`src/hdl/assert_macros.svh`:
```
// Assertion macros shared by the reservation table RTL.
// Each macro expects signals named clock and reset in the scope of its use.
`ifndef ASSERT_MACROS_SVH
`define ASSERT_MACROS_SVH

// The property must hold at every rising clock edge outside reset.
`define SIRT_ASSERT(label, prop, msg) \
   label: assert property (@(posedge clock) disable iff (reset) (prop)) else $error(msg);

// The expression must never be true at a rising clock edge outside reset.
`define SIRT_ASSERT_NEVER(label, expr, msg) \
   label: assert property (@(posedge clock) disable iff (reset) !(expr)) else $error(msg);

`endif

```
`src/hdl/sirt_pkg.sv`:
```
// Types, codes and the time check for the sorted interval reservation table.
// No dependencies; the store and the table refer to it by scoped names.
package sirt_pkg;

   typedef enum logic [1:0] {
      OP_INSERT = 2'd0,
      OP_REMOVE = 2'd1,
      OP_FIND   = 2'd2,
      OP_RSVD   = 2'd3
   } op_type;

   typedef enum logic [2:0] {
      STAT_OK       = 3'd0,
      STAT_ILLEGAL  = 3'd1,
      STAT_OVERLAP  = 3'd2,
      STAT_FULL     = 3'd3,
      STAT_NOTFOUND = 3'd4,
      STAT_EMPTY    = 3'd5
   } status_type;

   typedef enum logic [1:0] {
      CSR_HOUR_LO   = 2'd0,
      CSR_HOUR_HI   = 2'd1,
      CSR_MINUTE_LO = 2'd2,
      CSR_MINUTE_HI = 2'd3
   } csr_index_type;

   typedef enum logic [2:0] {
      ST_IDLE,
      ST_SCAN,
      ST_SHIFT_UP,
      ST_SHIFT_DN,
      ST_RESP
   } state_type;

   typedef struct packed {
      logic [11:0]        start_time;
      logic [11:0]        end_time;
      logic signed [7:0]  room;
   } entry_type;

   localparam logic [4:0] HOUR_LO_RST   = 5'd0;
   localparam logic [4:0] HOUR_HI_RST   = 5'd24;
   localparam logic [5:0] MINUTE_LO_RST = 6'd0;
   localparam logic [5:0] MINUTE_HI_RST = 6'd60;

   // t/100 equals (t*5243)>>19 exactly for every 12-bit t.
   localparam logic [12:0] DIV100_MUL = 13'd5243;
   localparam logic [12:0] HUNDRED    = 13'd100;

   function automatic logic time_valid(input logic [11:0] t,
                                       input logic [4:0]  min_h,
                                       input logic [4:0]  max_h,
                                       input logic [5:0]  min_m,
                                       input logic [5:0]  max_m);
      logic [24:0] prod;
      logic [5:0]  hr;
      logic [12:0] hund;
      logic [11:0] rem;
      logic [6:0]  mn;
      prod = {13'd0, t} * {12'd0, DIV100_MUL};
      hr   = prod[24:19];
      hund = {7'd0, hr} * HUNDRED;
      rem  = t - hund[11:0];
      mn   = rem[6:0];
      return (hr >= {1'b0, min_h}) && (hr < {1'b0, max_h}) &&
             (mn >= {1'b0, min_m}) && (mn < {1'b0, max_m});
   endfunction

endpackage

```
`src/hdl/sirt_req_if.sv`:
```
// Request channel of the reservation table: valid/ready handshake and one operation.
// Depends on nothing.
interface sirt_req_if;
   logic               valid;
   logic               ready;
   logic [1:0]         op;
   logic [11:0]        start_time;
   logic [11:0]        end_time;
   logic signed [7:0]  room;

   modport source (output valid, output op, output start_time, output end_time,
                   output room, input ready);
   modport sink   (input valid, input op, input start_time, input end_time,
                   input room, output ready);
endinterface

```
`src/hdl/sirt_rsp_if.sv`:
```
// Response channel of the reservation table: valid/ready handshake and one result.
// Depends on nothing.
interface sirt_rsp_if;
   logic               valid;
   logic               ready;
   logic [2:0]         status;
   logic [3:0]         position;
   logic [11:0]        found_end;
   logic signed [7:0]  found_room;

   modport source (output valid, output status, output position, output found_end,
                   output found_room, input ready);
   modport sink   (input valid, input status, input position, input found_end,
                   input found_room, output ready);
endinterface

```
`src/hdl/sirt_store.sv`:
```
// Entry memory of the reservation table: one write port, one registered read port.
// Depends on sirt_pkg for the entry type.
module sirt_store #(
   parameter int DEPTH = 16
) (
   input  logic                       clock,
   input  logic                       we,
   input  logic [$clog2(DEPTH)-1:0]   waddr,
   input  sirt_pkg::entry_type        wdata,
   input  logic [$clog2(DEPTH)-1:0]   raddr,
   output sirt_pkg::entry_type        rdata
);

   sirt_pkg::entry_type mem [DEPTH];
   sirt_pkg::entry_type rdata_ff;

   always_ff @(posedge clock) begin
      if (we) begin
         mem[waddr] <= wdata;
      end
      rdata_ff <= mem[raddr];
   end

   assign rdata = rdata_ff;

endmodule

```
`src/hdl/sorted_interval_reservation_table.sv`:
```
// Sorted interval reservation table: keeps up to CAPACITY intervals ordered by start
// and checks every insert against all of them. One operation is handled at a time
// through an entry memory with one write port and one registered read port that is
// read once per cycle. An illegal request, an unused op code, or a find or remove on
// an empty table goes straight to the response; a find stops at the matching entry
// or after all n stored entries; an insert stops at the first overlapping entry,
// answers full after scanning a full table, and otherwise shifts the entries above
// its position up and writes itself there; a remove stops at the matching entry and
// shifts the entries above it down. A response that has not been taken yet holds the
// block in its last cycle until it is.
`include "assert_macros.svh"

module sorted_interval_reservation_table #(
   parameter int CAPACITY = 16
) (
   input  logic        clock,
   input  logic        reset,
   input  logic        csr_we,
   input  logic [1:0]  csr_index,
   input  logic [5:0]  csr_wdata,
   sirt_req_if.sink    req,
   sirt_rsp_if.source  rsp
);

   localparam int IW = $clog2(CAPACITY);
   localparam int CW = $clog2(CAPACITY + 1);
   localparam logic [CW-1:0] CAP_CNT = CW'(CAPACITY);
   localparam logic [CW-1:0] ONE     = CW'(1);

   logic [4:0] hour_lo_ff, hour_hi_ff;
   logic [5:0] minute_lo_ff, minute_hi_ff;

   sirt_pkg::state_type  state_ff, state_in;
   sirt_pkg::op_type     op_ff, op_in;
   sirt_pkg::status_type res_ff, res_in;
   logic [11:0]          s_ff, s_in, e_ff, e_in;
   logic signed [7:0]    room_ff, room_in;
   logic [CW-1:0]        count_ff, count_in;
   logic [CW-1:0]        iss_ff, iss_in, iss_dec;
   logic                 rd_vld_ff, rd_vld_in;
   logic [IW-1:0]        chk_ff, chk_in;
   logic [CW-1:0]        pos_ff, pos_in;
   logic [11:0]          fe_ff, fe_in;
   logic signed [7:0]    fr_ff, fr_in;
   logic [31:0]          pos_wide;

   logic                 rsp_vld_ff, rsp_vld_in;
   logic [2:0]           rsp_status_ff, rsp_status_in;
   logic [3:0]           rsp_pos_ff, rsp_pos_in;
   logic [11:0]          rsp_end_ff, rsp_end_in;
   logic signed [7:0]    rsp_room_ff, rsp_room_in;

   logic                 mem_we;
   logic [IW-1:0]        mem_wa, mem_ra;
   sirt_pkg::entry_type  mem_wd, mem_rd;
   logic                 tv_s, tv_e;
   logic                 in_shift, op_ended;

   sirt_store #(.DEPTH(CAPACITY)) u_store (
      .clock (clock),
      .we    (mem_we),
      .waddr (mem_wa),
      .wdata (mem_wd),
      .raddr (mem_ra),
      .rdata (mem_rd)
   );

   always_ff @(posedge clock) begin
      if (reset) begin
         hour_lo_ff   <= sirt_pkg::HOUR_LO_RST;
         hour_hi_ff   <= sirt_pkg::HOUR_HI_RST;
         minute_lo_ff <= sirt_pkg::MINUTE_LO_RST;
         minute_hi_ff <= sirt_pkg::MINUTE_HI_RST;
      end else if (csr_we) begin
         case (csr_index)
            sirt_pkg::CSR_HOUR_LO:   hour_lo_ff   <= csr_wdata[4:0];
            sirt_pkg::CSR_HOUR_HI:   hour_hi_ff   <= csr_wdata[4:0];
            sirt_pkg::CSR_MINUTE_LO: minute_lo_ff <= csr_wdata;
            sirt_pkg::CSR_MINUTE_HI: minute_hi_ff <= csr_wdata;
            default: ;
         endcase
      end
   end

   assign tv_s = sirt_pkg::time_valid(req.start_time, hour_lo_ff, hour_hi_ff,
                                      minute_lo_ff, minute_hi_ff);
   assign tv_e = sirt_pkg::time_valid(req.end_time, hour_lo_ff, hour_hi_ff,
                                      minute_lo_ff, minute_hi_ff);
   assign iss_dec  = iss_ff - ONE;
   assign pos_wide = 32'(pos_ff);

   always_comb begin
      state_in      = state_ff;
      op_in         = op_ff;
      res_in        = res_ff;
      s_in          = s_ff;
      e_in          = e_ff;
      room_in       = room_ff;
      count_in      = count_ff;
      iss_in        = iss_ff;
      rd_vld_in     = 1'b0;
      chk_in        = chk_ff;
      pos_in        = pos_ff;
      fe_in         = fe_ff;
      fr_in         = fr_ff;
      rsp_vld_in    = rsp_vld_ff && !rsp.ready;
      rsp_status_in = rsp_status_ff;
      rsp_pos_in    = rsp_pos_ff;
      rsp_end_in    = rsp_end_ff;
      rsp_room_in   = rsp_room_ff;
      mem_we        = 1'b0;
      mem_wa        = chk_ff;
      mem_wd        = mem_rd;
      mem_ra        = iss_ff[IW-1:0];
      req.ready     = 1'b0;

      case (state_ff)
         sirt_pkg::ST_IDLE: begin
            req.ready = 1'b1;
            if (req.valid) begin
               op_in   = sirt_pkg::op_type'(req.op);
               s_in    = req.start_time;
               e_in    = req.end_time;
               room_in = req.room;
               pos_in  = '0;
               fe_in   = '0;
               fr_in   = '0;
               iss_in  = '0;
               case (sirt_pkg::op_type'(req.op))
                  sirt_pkg::OP_INSERT: begin
                     if (tv_s && tv_e && (req.end_time > req.start_time) &&
                         (req.room > 8'sd0)) begin
                        state_in = sirt_pkg::ST_SCAN;
                     end else begin
                        res_in   = sirt_pkg::STAT_ILLEGAL;
                        state_in = sirt_pkg::ST_RESP;
                     end
                  end
                  sirt_pkg::OP_REMOVE, sirt_pkg::OP_FIND: begin
                     if (count_ff == '0) begin
                        res_in   = sirt_pkg::STAT_EMPTY;
                        state_in = sirt_pkg::ST_RESP;
                     end else begin
                        state_in = sirt_pkg::ST_SCAN;
                     end
                  end
                  default: begin
                     res_in   = sirt_pkg::STAT_ILLEGAL;
                     state_in = sirt_pkg::ST_RESP;
                  end
               endcase
            end
         end

         // One entry is read per cycle; its compare runs in the cycle after.
         sirt_pkg::ST_SCAN: begin
            if (iss_ff < count_ff) begin
               rd_vld_in = 1'b1;
               chk_in    = iss_ff[IW-1:0];
               iss_in    = iss_ff + ONE;
            end
            if (rd_vld_ff) begin
               if (op_ff == sirt_pkg::OP_INSERT) begin
                  if ((mem_rd.start_time < e_ff) && (mem_rd.end_time > s_ff)) begin
                     res_in    = sirt_pkg::STAT_OVERLAP;
                     pos_in    = '0;
                     rd_vld_in = 1'b0;
                     state_in  = sirt_pkg::ST_RESP;
                  end else if (mem_rd.start_time <= s_ff) begin
                     pos_in = pos_ff + ONE;
                  end
               end else if (mem_rd.start_time == s_ff) begin
                  pos_in    = CW'(chk_ff);
                  fe_in     = mem_rd.end_time;
                  fr_in     = mem_rd.room;
                  rd_vld_in = 1'b0;
                  if (op_ff == sirt_pkg::OP_FIND) begin
                     res_in   = sirt_pkg::STAT_OK;
                     state_in = sirt_pkg::ST_RESP;
                  end else begin
                     iss_in   = CW'(chk_ff) + ONE;
                     state_in = sirt_pkg::ST_SHIFT_DN;
                  end
               end
            end else if (iss_ff == count_ff) begin
               if (op_ff != sirt_pkg::OP_INSERT) begin
                  res_in   = sirt_pkg::STAT_NOTFOUND;
                  state_in = sirt_pkg::ST_RESP;
               end else if (count_ff == CAP_CNT) begin
                  res_in   = sirt_pkg::STAT_FULL;
                  pos_in   = '0;
                  state_in = sirt_pkg::ST_RESP;
               end else begin
                  iss_in   = count_ff;
                  state_in = sirt_pkg::ST_SHIFT_UP;
               end
            end
         end

         // Entries from the top down to the insert position move up by one.
         sirt_pkg::ST_SHIFT_UP: begin
            if (iss_ff > pos_ff) begin
               mem_ra    = iss_dec[IW-1:0];
               rd_vld_in = 1'b1;
               chk_in    = iss_ff[IW-1:0];
               iss_in    = iss_dec;
            end
            if (rd_vld_ff) begin
               mem_we = 1'b1;
            end else if (iss_ff == pos_ff) begin
               mem_we            = 1'b1;
               mem_wa            = pos_ff[IW-1:0];
               mem_wd.start_time = s_ff;
               mem_wd.end_time   = e_ff;
               mem_wd.room       = room_ff;
               count_in          = count_ff + ONE;
               res_in            = sirt_pkg::STAT_OK;
               state_in          = sirt_pkg::ST_RESP;
            end
         end

         // Entries above the removed one move down by one.
         sirt_pkg::ST_SHIFT_DN: begin
            if (iss_ff < count_ff) begin
               rd_vld_in = 1'b1;
               chk_in    = iss_dec[IW-1:0];
               iss_in    = iss_ff + ONE;
            end
            if (rd_vld_ff) begin
               mem_we = 1'b1;
            end else if (iss_ff == count_ff) begin
               count_in = count_ff - ONE;
               res_in   = sirt_pkg::STAT_OK;
               state_in = sirt_pkg::ST_RESP;
            end
         end

         sirt_pkg::ST_RESP: begin
            if (!rsp_vld_ff || rsp.ready) begin
               rsp_vld_in    = 1'b1;
               rsp_status_in = res_ff;
               rsp_pos_in    = pos_wide[3:0];
               rsp_end_in    = fe_ff;
               rsp_room_in   = fr_ff;
               state_in      = sirt_pkg::ST_IDLE;
            end
         end

         default: begin
            state_in = sirt_pkg::ST_IDLE;
         end
      endcase
   end

   always_ff @(posedge clock) begin
      if (reset) begin
         state_ff   <= sirt_pkg::ST_IDLE;
         count_ff   <= '0;
         rd_vld_ff  <= 1'b0;
         rsp_vld_ff <= 1'b0;
      end else begin
         state_ff   <= state_in;
         count_ff   <= count_in;
         rd_vld_ff  <= rd_vld_in;
         rsp_vld_ff <= rsp_vld_in;
      end
   end

   always_ff @(posedge clock) begin
      op_ff         <= op_in;
      res_ff        <= res_in;
      s_ff          <= s_in;
      e_ff          <= e_in;
      room_ff       <= room_in;
      iss_ff        <= iss_in;
      chk_ff        <= chk_in;
      pos_ff        <= pos_in;
      fe_ff         <= fe_in;
      fr_ff         <= fr_in;
      rsp_status_ff <= rsp_status_in;
      rsp_pos_ff    <= rsp_pos_in;
      rsp_end_ff    <= rsp_end_in;
      rsp_room_ff   <= rsp_room_in;
   end

   assign rsp.valid      = rsp_vld_ff;
   assign rsp.status     = rsp_status_ff;
   assign rsp.position   = rsp_pos_ff;
   assign rsp.found_end  = rsp_end_ff;
   assign rsp.found_room = rsp_room_ff;

   assign in_shift = (state_ff == sirt_pkg::ST_SHIFT_UP) || (state_ff == sirt_pkg::ST_SHIFT_DN);
   assign op_ended = (state_ff == sirt_pkg::ST_IDLE) || (state_ff == sirt_pkg::ST_RESP);

   `SIRT_ASSERT(a_count_bound, count_ff <= CAP_CNT, "entry count above capacity")
   `SIRT_ASSERT(a_write_in_shift, mem_we |-> in_shift, "memory written outside a shift")
   `SIRT_ASSERT(a_count_hold, $stable(count_ff) || $past(in_shift || reset), "count changed")
   `SIRT_ASSERT_NEVER(a_no_stale_read, rd_vld_ff && op_ended, "stale read pending")

endmodule
```
`src/flat_wrapper.sv`:
```
// flat-port wrapper written by rule: the top's interface ports become plain ports
module sorted_interval_reservation_table_flat 
#(
   parameter int CAPACITY = 16
)
  (clock, reset, csr_we, csr_index, csr_wdata, req_valid, req_op, req_start_time, req_end_time, req_room, req_ready, rsp_valid, rsp_status, rsp_position, rsp_found_end, rsp_found_room, rsp_ready);
  sirt_req_if req_i ();
  sirt_rsp_if rsp_i ();
  input  logic clock;
  input  logic reset;
  input  logic csr_we;
  input  logic [1:0] csr_index;
  input  logic [5:0] csr_wdata;
  input wire logic [$bits(req_i.valid)-1:0] req_valid;
  input wire logic [$bits(req_i.op)-1:0] req_op;
  input wire logic [$bits(req_i.start_time)-1:0] req_start_time;
  input wire logic [$bits(req_i.end_time)-1:0] req_end_time;
  input wire logic [$bits(req_i.room)-1:0] req_room;
  output wire logic [$bits(req_i.ready)-1:0] req_ready;
  output wire logic [$bits(rsp_i.valid)-1:0] rsp_valid;
  output wire logic [$bits(rsp_i.status)-1:0] rsp_status;
  output wire logic [$bits(rsp_i.position)-1:0] rsp_position;
  output wire logic [$bits(rsp_i.found_end)-1:0] rsp_found_end;
  output wire logic [$bits(rsp_i.found_room)-1:0] rsp_found_room;
  input wire logic [$bits(rsp_i.ready)-1:0] rsp_ready;
  assign req_i.valid = req_valid;
  assign req_i.op = req_op;
  assign req_i.start_time = req_start_time;
  assign req_i.end_time = req_end_time;
  assign req_i.room = req_room;
  assign req_ready = req_i.ready;
  assign rsp_valid = rsp_i.valid;
  assign rsp_status = rsp_i.status;
  assign rsp_position = rsp_i.position;
  assign rsp_found_end = rsp_i.found_end;
  assign rsp_found_room = rsp_i.found_room;
  assign rsp_i.ready = rsp_ready;
  sorted_interval_reservation_table #(.CAPACITY(CAPACITY)) u_core (.clock(clock), .reset(reset), .csr_we(csr_we), .csr_index(csr_index), .csr_wdata(csr_wdata), .req(req_i), .rsp(rsp_i));
endmodule
```
`config.mk`:
```
export PLATFORM = sky130hd
export DESIGN_NAME = sorted_interval_reservation_table_flat
export DESIGN_NICKNAME = d
export VERILOG_FILES = /design/src/hdl/sirt_pkg.sv /design/src/hdl/sirt_req_if.sv /design/src/hdl/sirt_rsp_if.sv /design/src/hdl/sirt_store.sv /design/src/hdl/sorted_interval_reservation_table.sv /design/src/flat_wrapper.sv
export VERILOG_INCLUDE_DIRS = /design/src /design/src/hdl
export SDC_FILE = /design/constraint.sdc
export NUM_CORES = 1
export LEC_CHECK = 0
export BUFFER_PORTS_ARGS = -buffer_cell sky130_fd_sc_hd__buf_2
export CORE_MARGIN = 5
export CORE_UTILIZATION = 43
export CTS_BUF_LIST = sky130_fd_sc_hd__clkbuf_2
export DETAILED_ROUTE_END_ITERATION = 10
export REMOVE_ABC_BUFFERS = 1
export SLEW_MARGIN = 5
export SYNTH_ARGS = -nofsm -noshare
export SYNTH_HDL_FRONTEND = slang
export SYNTH_SLANG_ARGS = --single-unit
```
`constraint.sdc`:
```
create_clock -name clock -period 11.2 [get_ports clock]
set_clock_uncertainty 0.15 [all_clocks]
set_input_delay 0.56 -clock clock [delete_from_list [all_inputs] [get_ports clock]]
set_output_delay 0.56 -clock clock [all_outputs]
set_load 0.02 [all_outputs]
```
After elaboration in Yosys (flattened, before gate mapping)
Memories as Yosys holds them, arrays and structs flattened. A register that Yosys moved wholly into a read port is not among the register bits. Index checks and enable logic that the tools add are counted.

Flip-flop bits (word level): 130. Latch bits: 0. Bits in writable memories: 512. Memory bits (read-only): 0. Bits of input ports: 47. Output and inout bits: 29. Word-level logic and storage cells: 222. Memories kept: 1.

Memory list: u_core.u_store.mem (words 16, width 32, rd ports 1, clocked after Yosys merged registers in 1, write ports 1, RTL line sirt_store.sv:14) `sirt_pkg::entry_type mem [DEPTH];`.

Add/subtract/negate cells: 8. Multipliers: 4. Divide/modulo/power cells: 0. Magnitude comparators: 15. Eq/ne operators: 36. Shifts and indexed selects: 0. Mux-type cells: 98. Bitwise logic cells: 0. Reduce and logical (&&, ||, !) cells: 38.

Operator list (count): two-way mux 5 bit (22); two-way mux 32 bit (3); two-way mux 3 bit (31); multiplier 12 x 13 -> 25 bit (second input constant) (2); two-way mux 12 bit (4); two-way mux 4 bit (8); two-way mux 8 bit (4); > comparator 12 bit (2); case mux 12 bit (2 select lines) (1); case mux 5 bit (2 select lines) (2); case mux 5 bit (4 select lines) (1); inequality test 2 x 1 -> 1 bit (second input constant) (8); case mux 8 bit (2 select lines) (1); adder 5 x 1 -> 5 bit (second input constant) (3); case mux 3 bit (5 select lines) (1); greater-or-equal comparator 7 x 6 -> 1 bit (2); < comparator 7 x 6 -> 1 bit (2); two-way mux 1 bit (14); subtractor 7 bit (2); AND reduction 13 bit (1); == test 12 bit (1); greater-or-equal comparator 6 x 5 -> 1 bit (2); less-or-equal comparator 12 bit (1); < comparator 12 bit (1); other kinds (42) (80).

Depth between registers and ports, before layout
Depth in word-level cells: 13. Mapped depth: 35. Gate-level depth less buffers: 35.

Modules after synthesis
A second synthesis with hierarchy kept.

Cell total of the unflattened synthesis: 2217. Area, all modules: 33698.6 sq um.

By module, submodules not included: sirt_store (instances 1, cells each 838, area an instance 19835.3 sq um, seq. area each 16015.4 sq um); sorted_interval_reservation_table (instances 1, cells each 1379, area an instance 13863.3 sq um, seq. area each 3583.4 sq um).

Worst setup path before layout
Ideal clock, no wire load.

Path type: input -> register. Start: input req_end_time[9]. End: register u_core.state_ff[0]. Setup time: 96 ps. Arrival time: 7857 ps. Data required time: 10954 ps. Slack: 3097 ps. Stages: 34. Path buffers: 0. Path through: fa_1 -> xor2_1 -> ha_1 -> inv_1 -> fa_1 -> inv_1 -> fa_1 -> inv_1 -> fa_1 -> inv_1 -> ha_1 -> nand2_1 -> o21ai_0 -> nor3b_1 -> a211oi_1 -> a21oi_2 -> o21bai_1 -> a21oi_1 -> xnor2_1 -> ha_1 -> inv_1 -> ha_1 -> xnor2_1 -> ha_1 -> a2bb2oi_1 -> o211ai_1 -> nor3_1 -> nand3_1 -> nor4_1 -> nand3_1 -> or4_1 -> a211o_1 -> o31a_1 -> o41ai_2.

Cells in the longest elaborated chain, start to end: 13. Elaborated cells between the ends (all ways): 18. Those cells by class: add/sub (1); mul (2); order compare (5); mux (4); reduce/logical (6).

RTL lines: start: declaration (RTL line flat_wrapper.sv:17) `input wire logic [$bits(req_i.end_time)-1:0] req_end_time;`; multiplier 12 x 13 -> 25 bit (RTL line sirt_pkg.sv:61) `prod = {13'd0, t} * {12'd0, DIV100_MUL};`; multiplier 6 x 5 -> 5 bit (RTL line sirt_pkg.sv:63) `hund = {7'd0, hr} * HUNDRED;`; subtractor 7 bit (RTL line sirt_pkg.sv:64) `rem = t - hund[11:0];`; greater-or-equal comparator 7 x 6 -> 1 bit (RTL line sirt_pkg.sv:67) `(mn >= {1'b0, min_m}) && (mn < {1'b0, max_m});`; logical AND 1 bit (RTL line sirt_pkg.sv:66) `return (hr >= {1'b0, min_h}) && (hr < {1'b0, max_h}) &&`; logical AND 1 bit (RTL line sirt_pkg.sv:67); logical AND 1 bit (RTL line sorted_interval_reservation_table.sv:131) `if (tv_s && tv_e && (req.end_time > req.start_time) &&`; logical AND 1 bit * (2 in a row) (RTL line sorted_interval_reservation_table.sv:131); two-way mux 3 bit * (RTL line sorted_interval_reservation_table.sv:131); case mux 3 bit (2 select lines) * (RTL line sorted_interval_reservation_table.sv:129) `case (sirt_pkg::op_type'(req.op))`; two-way mux 3 bit * (RTL line sorted_interval_reservation_table.sv:120) `if (req.valid) begin`; case mux 3 bit (5 select lines) * (RTL line sorted_interval_reservation_table.sv:117) `case (state_ff)`; end signal: assignment (RTL line sorted_interval_reservation_table.sv:257) `state_ff <= sirt_pkg::ST_IDLE;`; end signal: assignment (RTL line sorted_interval_reservation_table.sv:262) `state_ff <= state_in;`; end: declaration (RTL line sorted_interval_reservation_table.sv:33) `sirt_pkg::state_type state_ff, state_in;`.

Every way passes the cells marked *; elsewhere a longest branch is shown, timed or not. The select of a mux whose other input is x is not followed. A chain may end at the register's enable or synchronous reset.

Worst setup path after layout
Start: input req_end_time[6]. End: register u_core.state_ff[0].

The elaborated chain is that of the path after synthesis.

==> summary.md <==
| Metric | Value |
|---|---|
| Outcome | `finished, final reports clean` |
| Ys async rst share | `0%` |
| Gr usage total | `about a fifth` |
| Max Buffers Root-to-Sink | `3` |
| Detailed placer's ending HPWL | `around 53000 µm` |
| Worst Setup Start Kind | `primary input` |
| Buf/Inv on CP | `7` |
| Reg-to-reg endpoint | `u_core.u_store.rdata[29]` |
| First drt pass iteration count | `5` |
| Register area | `approximately 0.020 mm²` |
| CTS tree | `built` |
| Die Y | `~290 µm` |
| Die area | `0.0843 mm²` |
| Initial DRC Count | `1830` |
| Sw power | `~2400 µW` |
| Final min period | `about 8.8 ns` |
| Cell internal pwr | `4430 µW` |
| Post-synthesis sequential area ratio | `roughly three fifths` |
| Cell depth of the worst flop-to-flop path | `12` |
| Hold Crit Depth | `6` |
| Commonest non-fill, non-tap cell in the layout | `edfxtp_1` |
| Sw Share | `about a third` |
| Share of cells above drive strength 1 | `around a fifth` |
| Critical path required time | `about 12 ns` |
| Row count | `approximately 100` |
| Post-Synthesis Cell Area | `0.0338 mm²` |
| PD cells | `approximately 180 mW/mm²` |
| Post-route cell area | `0.0383 mm²` |
| Comb pwr share | `between 30% and 40%` |
| Delay-heaviest family, CP | `adder cells` |
| Reg2reg setup slack | `approximately 6.2 ns` |
| Ports | `76` |
| Post-CTS resize count | `0` |
| Antenna violations before repair | `2` |
| Sink Count | `about 670` |
| Prevailing post-synth register cell | `edfxtp_1` |
| Worst hold slack | `0.228 ns` |
| Initial core utilization | `43.5%` |
| Number of fillers in the final layout | `6704` |
| Hold crit path type | `in2reg` |
| Pre-CTS WS | `approximately 1.8 ns` |
| Drt drc | `0` |
| Synth warn | `0` |
| Vias in the first global route | `~22000` |
| CTS H-tree depth | `4` |
| Critical path arrival | `9.84 ns` |
| Leak pwr | `between 0.015 and 0.02 µW` |
| ANT nets after route | `0` |
| Sequential Power Share | `~42%` |
| TritonCTS buffer count | `about 170` |
| Clock root cell | `clkbuf_2` |
| Final wirelength | `around 86000 µm` |
| Final core utilization | `between 40% and 50%` |
| Register bit total from synthesis | `just under 700` |
| Worst setup margin | `approximately 2.4 ns` |
| Total Power | `between 6000 and 7000 µW` |
| Nets | `around 3000` |
| Vias | `roughly 21000` |
| Grt ovf | `0` |
| Die width | `290 µm` |
| Final Hold Fails | `0` |
| EDFF count, synth | `between 600 and 700` |
| DP Area | `approximately 0.036 mm²` |
| Peak supply drop | `between 0.08 and 0.09 mV` |
| RePlAce Congestion | `between 0.8 and 0.9` |
| Critical path's slowest cell | `a211oi_1` |
| First-pass GRT wire length | `~130000 µm` |
| Final setup fails | `0` |
| Cts hold-fix bufs | `101` |
| Core Box Area | `just under 0.08 mm²` |
| Max-cap violation count | `0` |
| Clock network fraction of total power | `around 24%` |
| Area of the multi-input gates | `roughly 0.013 mm²` |
| Slew headroom | `about 23%` |
| Crit-path max cell delay | `0.66 ns` |
| Syn Inst Count | `between 2000 and 2500` |
| Clk_lat worst skew | `1.35 ns` |
| Tcrit/Tclk final | `78.6%` |
| Clock-pin slew on the worst setup and hold paths | `0.09 ns` |
| Slew @ Worst Pin | `1.16 ns` |
| Hold_sp | `req_op[1]` |
| CP max FO | `8` |
| Post-synth cell types | `approximately 80` |
| Fmax | `0.114 GHz` |
| RSZ-0062 raised after global routing | `false` |
| Post-synthesis to final-layout area growth | `13.4%` |
| Mean Syn Cell Area | `about 15 µm²` |
| Final Max Tran Viols | `0` |
| Critical Path Sink Type | `flop` |
| Via-to-Cell Ratio | `~5.4` |
| Largest net degree at the start of global routing | `between 60 and 70` |
| Wirelength per Cell | `between 20 and 25 µm` |
| Crit path kind | `in2reg` |
| Reg2reg start | `u_core.iss_ff[2]` |
| IO Port Bufs | `between 70 and 80` |
| Commonest non-fill, non-tap cells in the layout | `610 x edfxtp_1, 290 x inv_1, 280 x ha_1` |
| Setup bufs post-CTS | `0` |
| Min-Delay Endpoint | `u_core.state_ff[2]` |
[cell families (layout without fill, tap and decap cells)]
group | after synthesis | count (layout) | share of synthesized area [%]
buffers and inverters | 363 | 824 | 4.17
XOR/XNOR | 49 | 49 | 1.31
AND/OR/NAND/NOR | 381 | 381 | 5.66
flip-flops | 674 | 674 | 58.0
AO/OA/AOI/OAI | 306 | 306 | 5.77
multiplexers | 153 | 153 | 9.32
adder cells (fa/ha/maj) | 371 | 371 | 15.8
other | 0 | 2 | 0
[sequential cells by signal, indices dropped and copies added, names as in the netlist, 6 cells and up]
register	cells
u_core.fr_ff	8
u_core.room_ff	8
u_core.rsp.found_end	12
u_core.minute_hi_ff	6
u_core.minute_lo_ff	6
u_core.u_store.mem	512
u_core.e_ff	12
u_core.s_ff	12
u_core.rsp.found_room	8
u_core.fe_ff	12
u_core.u_store.rdata	32
[layer usage]
metal / track usage [%] / vias up / routed length (µm)
met5: 0 / - / 0
met4: 5.58 / 0 / 1690
met3: 3.90 / 135 / 5050
met2: 34.4 / 702 / 42100
met1: 27.7 / 10500 / 37400
li1: - / 9346 / -
[worst max path at each step]
stage,from,end,depth (start not counted)
floorplan,u_core.iss_ff[2],u_core.u_store.rdata[30],10
global placement,req_end_time[6],u_core.state_ff[0],34
detailed placement,req_end_time[6],u_core.state_ff[0],34
CTS,req_end_time[6],u_core.state_ff[0],35
global route,req_end_time[6],u_core.state_ff[0],35
finish,req_end_time[6],u_core.state_ff[0],35
[worst register-to-register path, delay by kind of cell, from the launching register on]
kind | cells | cell delay, ns
compound gates | 4 | 0.87
xor+xnor | 1 | 0.18
fa+ha+maj | 1 | 0.34
buf+inv | 2 | 1.63
flops | 1 | 0.67
mux | 1 | 0.62
simple gates | 3 | 0.35
[per-stage QoR]
| stage | cells | TNS [ns] |
|---|---|---|
| 6_report | 3800 | 0 |
| 5_1_grt | 3800 | 0 |
| 4_1_cts | 3798 | 0 |
| 3_5_place_dp | 3393 | 0 |
| 3_3_place_gp | 3393 | 0 |
| 2_1_floorplan | 2224 | -110.81 |
[synthesized netlist by cell type (6+ instances only)]
master	instances	share of area, %
a211o_1	6	0.16
a211oi_1	10	0.22
a21o_1	19	0.42
a21oi_1	104	1.5
a221oi_1	6	0.16
a22oi_1	36	0.80
a31oi_1	10	0.19
and3_1	55	1.0
buf_1	6	0.067
buf_2	13	0.19
clkbuf_1	50	0.56
dfxtp_1	64	3.8
edfxtp_1	610	54
fa_1	91	5.4
ha_1	280	10
inv_1	290	3.2
mux2_2	12	0.40
mux2i_1	13	0.39
mux4_2	128	8.5
nand2_1	106	1.2
nand2b_1	15	0.28
nand3_1	22	0.33
nand3b_1	8	0.18
nand4_1	18	0.33
nor2_1	83	0.92
nor2b_1	13	0.24
nor3_1	21	0.31
nor4_1	6	0.11
o21a_1	6	0.13
o21ai_0	68	1.0
or2_2	6	0.11
xnor2_1	32	0.83
xor2_1	16	0.41
[power groups by stage]
stage	Combinational (µW)	Clock (µW)	Sequential [µW]
2_1_floorplan	1640	0	2910
3_3_place_gp	2150	0	2920
3_5_place_dp	2210	0	2920
4_1_cts	2260	1710	2860
5_1_grt	2590	1850	2870
6_report	2260	1660	2860
[final cells by class]
cell class / instances / share of cell area [%]
antenna: 2 / 0.0131
clock buffer: 238 / 3.11
clock inverter: 66 / 0.996
inverter: 290 / 2.84
multi-input combinational: 1260 / 33.8
sequential: 674 / 51.1
tap: 1040 / 3.40
timing repair buffer: 230 / 4.68
(Power assumes the default switching activity.)
